===== src/rtl/core/spv_pkg.sv =====
// ----------------------------------------------------------------------------
// spv_pkg
// Shared types and constants for the storage path validator.
// ----------------------------------------------------------------------------
package spv_pkg;

    localparam int PATH_LIMIT_DEF = 256;

    localparam logic [7:0] CHAR_NUL   = 8'h00;
    localparam logic [7:0] CHAR_SLASH = 8'h2F;
    localparam logic [7:0] CHAR_DOT   = 8'h2E;
    localparam logic [7:0] CHAR_BSL   = 8'h5C;
    localparam logic [7:0] CHAR_CTRL  = 8'h20;
    localparam logic [7:0] CHAR_S     = 8'h73;
    localparam logic [7:0] CHAR_D     = 8'h64;

    localparam int PREFIX_LEN = 3;
    localparam logic [1:0] SEG_SAT = 2'd3;

    typedef struct packed {
        logic [7:0] path_byte;
        logic       root_en;
    } t_item;

    function automatic logic [7:0] prefix_char(input logic [1:0] idx);
        logic [7:0] c;
        case (idx)
            2'd0:    c = CHAR_SLASH;
            2'd1:    c = CHAR_S;
            2'd2:    c = CHAR_D;
            default: c = CHAR_NUL;
        endcase
        return c;
    endfunction

endpackage


===== src/rtl/core/spv_in_reg.sv =====
// ----------------------------------------------------------------------------
// spv_in_reg
// Input register stage: holds one path word until the check stage takes it.
// ----------------------------------------------------------------------------
module spv_in_reg (
    input  logic          i_clk,
    input  logic          i_rst_n,
    input  logic          i_valid,
    output logic          o_ready,
    input  spv_pkg::t_item i_item,
    output logic          o_valid,
    input  logic          i_advance,
    output spv_pkg::t_item o_item
);

    logic           r_valid;
    logic           n_valid;
    spv_pkg::t_item r_item;

    assign o_ready = !r_valid || i_advance;
    assign n_valid = (i_valid && o_ready) ? 1'b1 : (i_advance ? 1'b0 : r_valid);

    always_ff @(posedge i_clk) begin
        if (!i_rst_n) begin
            r_valid <= 1'b0;
        end else begin
            r_valid <= n_valid;
        end
    end

    always_ff @(posedge i_clk) begin
        if (i_valid && o_ready) begin
            r_item <= i_item;
        end
    end

    assign o_valid = r_valid;
    assign o_item  = r_item;

endmodule


===== src/rtl/core/spv_check.sv =====
// ----------------------------------------------------------------------------
// spv_check
// Per-word path rule check with running state and the verdict register.
// ----------------------------------------------------------------------------
module spv_check #(
    parameter int PATH_LIMIT = spv_pkg::PATH_LIMIT_DEF
) (
    input  logic           i_clk,
    input  logic           i_rst_n,
    input  logic           i_valid,
    input  spv_pkg::t_item i_item,
    output logic           o_advance,
    output logic           o_valid,
    input  logic           i_ready,
    output logic           o_path_valid
);

    localparam int CW = $clog2(PATH_LIMIT + 1);
    localparam logic [CW-1:0] LIMIT  = CW'(PATH_LIMIT);
    localparam logic [CW-1:0] PLEN   = CW'(spv_pkg::PREFIX_LEN);

    logic [CW-1:0] r_count, n_count;
    logic [1:0]    r_seg_len, n_seg_len;
    logic          r_all_dots, n_all_dots;
    logic          r_rejected, n_rejected;
    logic          r_out_valid, n_out_valid;
    logic          r_verdict, n_verdict;

    logic term;
    logic seg_bad;
    logic ok;
    logic [7:0] b;

    assign b         = i_item.path_byte;
    assign term      = (b == spv_pkg::CHAR_NUL);
    assign o_advance = i_valid && (!term || !r_out_valid || i_ready);
    assign seg_bad   = (r_seg_len == 2'd0) || (r_all_dots && r_seg_len <= 2'd2);

    always_comb begin
        if (r_count >= LIMIT || r_rejected || r_count < PLEN) begin
            ok = 1'b0;
        end else if (r_count == PLEN) begin
            ok = i_item.root_en;
        end else begin
            ok = !seg_bad;
        end
    end

    always_comb begin
        n_count    = r_count;
        n_seg_len  = r_seg_len;
        n_all_dots = r_all_dots;
        n_rejected = r_rejected;
        if (o_advance) begin
            if (term) begin
                n_count    = '0;
                n_seg_len  = 2'd0;
                n_all_dots = 1'b1;
                n_rejected = 1'b0;
            end else begin
                if (r_count < PLEN) begin
                    if (b != spv_pkg::prefix_char(r_count[1:0])) begin
                        n_rejected = 1'b1;
                    end
                end else if (r_count == PLEN) begin
                    if (b != spv_pkg::CHAR_SLASH) begin
                        n_rejected = 1'b1;
                    end
                    n_seg_len  = 2'd0;
                    n_all_dots = 1'b1;
                end else if (b == spv_pkg::CHAR_SLASH) begin
                    if (seg_bad) begin
                        n_rejected = 1'b1;
                    end
                    n_seg_len  = 2'd0;
                    n_all_dots = 1'b1;
                end else begin
                    if (b < spv_pkg::CHAR_CTRL || b == spv_pkg::CHAR_BSL) begin
                        n_rejected = 1'b1;
                    end
                    if (r_seg_len != spv_pkg::SEG_SAT) begin
                        n_seg_len = r_seg_len + 2'd1;
                    end
                    if (b != spv_pkg::CHAR_DOT) begin
                        n_all_dots = 1'b0;
                    end
                end
                if (r_count < LIMIT) begin
                    n_count = r_count + CW'(1);
                end
            end
        end
    end

    always_comb begin
        n_out_valid = r_out_valid && !i_ready;
        n_verdict   = r_verdict;
        if (o_advance && term) begin
            n_out_valid = 1'b1;
            n_verdict   = ok;
        end
    end

    always_ff @(posedge i_clk) begin
        if (!i_rst_n) begin
            r_count     <= '0;
            r_seg_len   <= 2'd0;
            r_all_dots  <= 1'b1;
            r_rejected  <= 1'b0;
            r_out_valid <= 1'b0;
        end else begin
            r_count     <= n_count;
            r_seg_len   <= n_seg_len;
            r_all_dots  <= n_all_dots;
            r_rejected  <= n_rejected;
            r_out_valid <= n_out_valid;
        end
    end

    always_ff @(posedge i_clk) begin
        r_verdict <= n_verdict;
    end

    assign o_valid      = r_out_valid;
    assign o_path_valid = r_verdict;

endmodule


===== src/rtl/core/storage_path_validator_core.sv =====
// ----------------------------------------------------------------------------
// storage_path_validator_core
// Checks a byte-serial path against the "/sd" mount rules, one verdict/path.
// ----------------------------------------------------------------------------
// Input channel: i_valid/o_ready carry one path byte per word plus
// i_root_en. A zero byte ends the path; only then is i_root_en used.
// Output channel: o_valid/i_ready carry one o_path_valid word per path.
// Throughput: one input word per cycle while no terminator waits behind
// an untaken verdict, set by the single check stage that updates the
// running path state. The terminating word passes the input register,
// then the verdict register, before the verdict shows on o_valid.
// When the receiver stalls, the verdict holds in its register; non-zero
// bytes keep flowing, and a following terminator waits in the input
// register, which then drops o_ready until the verdict is taken.
// Reset (synchronous, active low) empties both registers and clears the
// path state; the block takes words as soon as reset is released.
// ----------------------------------------------------------------------------
module storage_path_validator_core #(
    parameter int PATH_LIMIT = spv_pkg::PATH_LIMIT_DEF
) (
    input  logic       i_clk,
    input  logic       i_rst_n,
    input  logic       i_valid,
    output logic       o_ready,
    input  logic [7:0] i_path_byte,
    input  logic       i_root_en,
    output logic       o_valid,
    input  logic       i_ready,
    output logic       o_path_valid
);

    spv_pkg::t_item in_item;
    spv_pkg::t_item s1_item;
    logic           s1_valid;
    logic           s1_advance;

    assign in_item.path_byte = i_path_byte;
    assign in_item.root_en   = i_root_en;

    spv_in_reg u_in_reg (
        .i_clk     (i_clk),
        .i_rst_n   (i_rst_n),
        .i_valid   (i_valid),
        .o_ready   (o_ready),
        .i_item    (in_item),
        .o_valid   (s1_valid),
        .i_advance (s1_advance),
        .o_item    (s1_item)
    );

    spv_check #(
        .PATH_LIMIT (PATH_LIMIT)
    ) u_check (
        .i_clk        (i_clk),
        .i_rst_n      (i_rst_n),
        .i_valid      (s1_valid),
        .i_item       (s1_item),
        .o_advance    (s1_advance),
        .o_valid      (o_valid),
        .i_ready      (i_ready),
        .o_path_valid (o_path_valid)
    );

endmodule


===== config.mk =====
export PLATFORM = sky130hd
export DESIGN_NAME = storage_path_validator_core
export DESIGN_NICKNAME = d
export VERILOG_FILES = /design/src/rtl/core/spv_pkg.sv /design/src/rtl/core/spv_in_reg.sv /design/src/rtl/core/spv_check.sv /design/src/rtl/core/storage_path_validator_core.sv
export SDC_FILE = /design/constraint.sdc
export NUM_CORES = 1
export LEC_CHECK = 0
export ABC_AREA = 0
export ABC_CLOCK_PERIOD_IN_PS = 1800
export BUFFER_PORTS_ARGS = -buffer_cell sky130_fd_sc_hd__buf_4
export CAP_MARGIN = 20
export CORE_MARGIN = 3
export CORE_UTILIZATION = 45
export CTS_CLUSTER_DIAMETER = 50
export CTS_CLUSTER_SIZE = 25
export DETAILED_ROUTE_END_ITERATION = 8
export PLACE_DENSITY = 0.7
export SETUP_SLACK_MARGIN = 0.3
export SLEW_MARGIN = 20
export SYNTH_ARGS = -nofsm -noshare
export SYNTH_HDL_FRONTEND = slang
export SYNTH_SLANG_ARGS = --single-unit
export TNS_END_PERCENT = 30

===== constraint.sdc =====
create_clock -name i_clk -period 1.8 [get_ports i_clk]
set_input_delay 0 -clock i_clk [delete_from_list [all_inputs] [get_ports i_clk]]
set_output_delay 0 -clock i_clk [all_outputs]
set_load 0.005 [all_outputs]

### Word-level counts from Yosys, hierarchy flattened

Cells that the tools add are included.

* input bits: 13
* flip-flop bits (word level): 25
* word-level logic and storage cells: 86
* output and inout port bits: 3

* order comparisons: 5
* reductions and logical operators: 29
* multiplexer cells: 28
* $add $sub $neg: 2
* equality and inequality tests: 13

Operators with widths (number)
* 8-bit two-way mux: 3
* 7-bit case mux with 3 select lines: 1
* 9-bit two-way mux: 2
* 1-bit two-way mux: 17
* 8-bit by 6-bit != test with 1-bit output, second input constant: 2
* 2-bit two-way mux: 5
* 9-bit by 1-bit adder with 9-bit output, second input constant: 1
* 9-bit by 2-bit == test with 1-bit output, second input constant: 1
* 9-bit >= comparator, second input constant: 1
* 9-bit by 2-bit less-than comparator with 1-bit output, second input constant: 1
* 9-bit less-than comparator, second input constant: 1
* 8-bit by 6-bit == test with 1-bit output, second input constant: 1
* 8-bit by 7-bit == test with 1-bit output, second input constant: 1
* 8-bit zero test: 1
* 8-bit by 6-bit less-than comparator with 1-bit output, second input constant: 1
* 8-bit != test: 1
* 4-bit nonzero test: 2
* 1-bit logical OR: 7
* 3-bit AND reduction: 2
* 1-bit logical AND: 5
* 1-bit zero test: 5
* 5-bit by 1-bit != test with 1-bit output, second input constant: 1
* 5-bit AND reduction: 1
* 5-bit nonzero test: 1
* other kinds (11): 13

### Longest topological paths before layout

* depth in word-level cells: 10
* depth in mapped cells: 7
* mapped depth without buffers: 7

### Modules after synthesis

From an unflattened synthesis, not the netlist that was laid out.

* cell total of the unflattened synthesis: 135
* area total of the unflattened synthesis: 1391.3 µm²

Modules (own cells, without submodules)
* spv_check: times used 1, cells an instance 121, seq. area each 310.3 µm², area an instance 1063.5 µm²
* spv_in_reg: times used 1, cells an instance 14, seq. area each 290.3 µm², area an instance 327.8 µm²

### Worst setup path before layout

No wires, ideal clock.

* path type: reg2reg
* from: reg u_check.r_count[0]
* to: reg u_check.r_rejected
* stages on the path, launching flop included: 7
* required time: 1.672 ns
* setup slack: -0.042 ns
* clock period less this slack: 1.842 ns
* data arrival time: 1.714 ns
* buffers on the path: 0
* cells stage by stage: dfxtp_1 > inv_1 > ha_1 > xor2_1 > or4_1 > o31ai_1 > o22ai_1

* word-level cells in the longest chain between the ends: 8

RTL lines
* from (decl): line spv_check.sv:22 `logic [CW-1:0] r_count, n_count;`
* from (signal assigned): line spv_check.sv:112 `r_count <= n_count;`
* 2-bit == test (tied with other cells): line spv_pkg.sv:27 `case (idx)`
* 7-bit case mux with 3 select lines: line spv_pkg.sv:27
* 8-bit two-way mux: line spv_check.sv:61 `if (r_count < PLEN) begin`
* 8-bit two-way mux: line spv_check.sv:55 `if (term) begin`
* 8-bit two-way mux: line spv_check.sv:54 `if (o_advance) begin`
* 8-bit != test: line spv_check.sv:62 `if (b != spv_pkg::prefix_char(r_count[1:0])) begin`
* 3-bit by 2-bit != test with 1-bit output (no line)
* 5-bit AND reduction (no line)
* to (signal assigned): line spv_check.sv:115 `r_rejected <= n_rejected;`
* to (decl): line spv_check.sv:25 `logic r_rejected, n_rejected;`

Parallel ways exist; a longest one is shown, timed or not. The select of a mux whose other input is x is not followed.
A chain may end at the register's enable or synchronous reset.

### Worst setup path after layout

* from: reg u_in_reg.r_item (netlist bit u_in_reg.o_item[8])
* to: reg u_check.r_count[6]

* word-level cells in the longest chain between the ends: 6

RTL lines
* from (decl): line spv_in_reg.sv:18 `spv_pkg::t_item r_item;`
* from (signal assigned): line spv_in_reg.sv:33 `r_item <= i_item;`
* 8-bit zero test *: line spv_check.sv:35 `assign term = (b == spv_pkg::CHAR_NUL);`
* 1-bit zero test: line spv_check.sv:36 `assign o_advance = i_valid && (!term || !r_out_valid || i_ready);`
* 1-bit logical OR (2 in a row): line spv_check.sv:36
* 1-bit logical AND: line spv_check.sv:36
* 2-bit AND reduction (no line)

Every way passes the cells marked *; elsewhere a longest branch is shown, timed or not.

==> impl_metrics.csv <==
group,metric,value,unit
outcome,status,"completed",
routing,wl_met2,2034,um
synthesis,ys_async_sr_fraction,0,%
floorplan,row_count,19,
clock_tree,cts_root_buf,"clkbuf_4",
synthesis,netlist_instances,140,
layout,area_growth_syn_to_layout,45.93,%
clock_tree,cts_buffers,3,
job,maxCapViolCount,0,
hold_path,hold_depth,5,
setup_path,cpMaxStageDelayCell,"edfxtp_1",
routing,drc,0,
setup_path,worst-path-max-fanout,8,
layout,layout-drive-gt1-share,39.47,%
synthesis,ys_types,44,
setup_path,endpoint_kind,"register",
synthesis,synth_fp_nets,161,
floorplan,boundaryPins,16,
floorplan,die_w,62.70,um
power_and_ir_drop,p_per_area,513.1,mW/mm2
setup_path,reg2reg_slack,0.09,ns
floorplan,core,0.002900,mm2
synthesis,synth_top_family_by_area,"simple AND/OR/NAND/NOR gates",
setup_path,path_cells,"nor4_4 > buf_4 > a21oi_4 > nor4_4 > xnor2_1 > nor2_1",
sta,setup_ws,0.09370,ns
setup_path,slowest_delay,0.45,ns
placement,placement.io_buffers,15,
setup_path,reg2reg_depth,6,
clock_tree,tritoncts,"yes",
synthesis,syn-cell-area,0.001446,mm2
setup_path,critical_path_class,"reg2reg",
setup_path,cp_common_cell,"nor4_4",
floorplan,dieArea,0.003931,mm2
floorplan,fp.dieH,62.70,um
synthesis,yosys.area_share.simple,26.56,%
synthesis,yosysSeqAreaShare,41.52,%
routing,drtIter0Drc,57,
hold_path,hp-class,"in2reg",
layout,mostFrequentLayoutCells,"34 x buf_4, 13 x dfxtp_1, 12 x nor2_1, 11 x dlygate4sd3_1, 10 x edfxtp_1",
setup_path,timing.rr.start,"u_in_reg.o_item[8]$_DFFE_PP_",
sta,rsz0062_at_grt,"true",
layout,layout_commonest_cell,"buf_4",
setup_path,crit_path_start_kind,"register",
sta,drv_slew,0,
global_route,grt_usage,19.23,%
sta,post-route-min-period,1.706,ns
routing,first_pass_iters,4,
setup_path,regToRegEndpoint,"u_check.r_count[6]$_SDFFE_PN0P_",
routing,drt_wl_total,3484,um
synthesis,synth_edf_count,10,
hold_path,min-delay-start,"i_ready",
sta,tightest_slew,0.4469,ns
synthesis,synth_area_per_cell,10.33,um2
clock_tree,h-tree-depth,1,
power_and_ir_drop,p_total,1.083,mW
sta,slew_headroom,70.14,%
synthesis,ys_seq_elements,25,
sta,hold_viol,0,
setup_path,crit_arrival,1.93,ns
setup_path,cp_data_required_time,2.02,ns
floorplan,start_util,49.87,%
placement,place_congestion,0.7923,
global_route,grt-ovfl-total,0,
routing,wl_met1,1333,um
sta,setup_viol,0,
routing,postRouteAntennaNets,0,
routing,topRoutingLayerUsed,"met4",
clock_tree,clkLatencyLatePin,0.32,ns
global_route,grt_antenna_before_repair,0,
routing,viasPerCell,5.276,
synthesis,synth-xor-area-share,5.450,%
global_route,grt_first_pass_wirelength,6106,um
hold_path,holdPathEnd,"u_in_reg.o_valid$_SDFFE_PN0P_",
clock_tree,cts.path.max_buffers,2,
power_and_ir_drop,peakVddDrop,0.4347,mV
power_and_ir_drop,p_leak,0.8011,nW
placement,dp_hpwl,2214,um
global_route,grt_pass1_vias,1366,
synthesis,ys_dominant_reg_cell,"dfxtp_1",
synthesis,yosys_warnings,0,
routing,wl_per_cell,15.02,um
synthesis,synth.area.mux_share,3.460,%
sta,fin_crit_sh,94.79,%
layout,n_antenna_cell,0,
routing,num_vias,1224,
synthesis,synthAdderAreaFrac,6.920,%
placement,pre_cts_ws,-0.009163,ns
synthesis,synth_compound_area_share,12.46,%
clock_tree,cts.clk_slew.worst_paths,0.14,ns
global_route,grt_max_degree,15,
sta,fmax,586.1,MHz
sta,fin_skew,0.003620,ns
routing,met3_length,98,um
clock_tree,cts.sinks,25,
layout,nets,212,
-- worst max-delay path: cells and delay by family, from the launching register on --
| family | cells | cell delay, ns |
|---|---|---|
| DFF | 1 | 0.45 |
| and+or+nand+nor | 3 | 0.70 |
| xor gates and xnor gates | 1 | 0.16 |
| AOI/OAI and AO/OA | 1 | 0.12 |
| buffers and inverters | 1 | 0.18 |
-- registers in the layout, summed over array words and instances (netlist names) --
signal	flops
u_check.r_rejected	1
u_in_reg.o_item	9
u_check.o_path_valid	1
u_check.r_seg_len	2
u_check.r_count	9
u_check.r_all_dots	1
u_in_reg.o_valid	1
u_check.o_valid	1
-- routing by layer --
| metal | up-vias | track usage, % |
|---|---|---|
| li1 | 609 | - |
| met1 | 592 | 19.89 |
| met2 | 21 | 38.22 |
| met3 | 2 | 5.216 |
| met4 | 0 | 3.581 |
| met5 | - | 0 |
-- synthesized netlist by cell type (2+ instances only) --
cell type	n	area [um2]
and4_1	2	17.52
ha_1	8	100.1
xor2_1	2	17.52
nor4_2	4	50.05
o21ai_2	2	17.52
o31ai_1	2	15.01
nor3_1	4	20.02
nor2_1	13	48.80
dfxtp_1	15	300.3
and3_1	2	12.51
nand3_1	4	20.02
xnor2_1	7	61.31
nor4_4	2	42.54
mux2i_1	5	50.05
nand4_1	3	18.77
o21a_1	2	15.01
nor3b_1	2	15.01
o21ai_1	2	10.01
edfxtp_1	10	300.3
a21boi_1	3	22.52
a21oi_1	3	15.01
nor2b_1	2	12.51
nand2_1	12	45.04
inv_1	9	33.78
-- layout make-up --
class / instances / area (um2)
Tap cell: 42 / 52.55
Multi-Input combinational cell: 103 / 948.4
Clock inverter: 1 / 5.005
Fill cell: 218 / 789.5
Inverter: 9 / 38.79
Timing Repair Buffer: 49 / 435.4
Sequential cell: 25 / 608.1
Clock buffer: 3 / 22.52
-- logic make-up (layout without fill, tap and decap cells) --
family	Yosys count	count (layout)
flops	25	25
buf+inv	12	62
compound gates	23	23
simple gates	58	58
fa+ha+maj	8	8
xor+xnor	9	9
mux	5	5
-- report_power, final --
part	total, mW	internal (mW)	switching (mW)	leakage [nW]
Clock	0.250	0.0832	0.167	0.0177
Sequential	0.634	0.611	0.0227	0.223
Combinational	0.198	0.113	0.0855	0.561
Total	1.08	0.808	0.275	0.801
-- worst max-delay path by stage --
stage	from	end	cells after the start
final	u_in_reg.o_item[8]$_DFFE_PP_	u_check.r_count[6]$_SDFFE_PN0P_	6
after global routing	u_in_reg.o_item[2]$_DFFE_PP_	u_check.r_count[6]$_SDFFE_PN0P_	6
after CTS	u_check.r_count[4]$_SDFFE_PN0P_	u_check.r_seg_len[0]$_SDFFE_PN0P_	5
after detailed placement	u_in_reg.o_item[2]$_DFFE_PP_	u_check.r_rejected$_SDFFE_PN0P_	5
after global placement	u_in_reg.o_item[2]$_DFFE_PP_	u_check.r_rejected$_SDFFE_PN0P_	5
after floorplan	u_check.r_count[1]$_SDFFE_PN0P_	u_check.r_rejected$_SDFFE_PN0P_	6
-- per-stage QoR --
stage	setup TNS (ns)	utilization, %	std cells	hold WS [ns]	area [um2]
after floorplan	0	-	140	0.09887	1503
after global placement	0	59.62	203	0.1779	1729
after detailed placement	-0.009163	59.62	203	0.1795	1729
after CTS	0	70.75	231	0.1665	2052
after global routing	-0.005423	72.78	232	0.1729	2111
final	0	72.78	232	0.1854	2111
-- timing repair --
| action | in CTS | in global routing |
|---|---|---|
| resized for setup | 13 | 10 |
| setup endpoints to repair | 26 | 27 |
| gates cloned | 1 | 0 |
| endpoints found under the hold margin | 13 | 0 |
| hold buffers | 11 | 0 |
| pin swaps | 15 | 13 |
| setup buffers | 12 | 1 |
(Power assumes the default switching activity.)
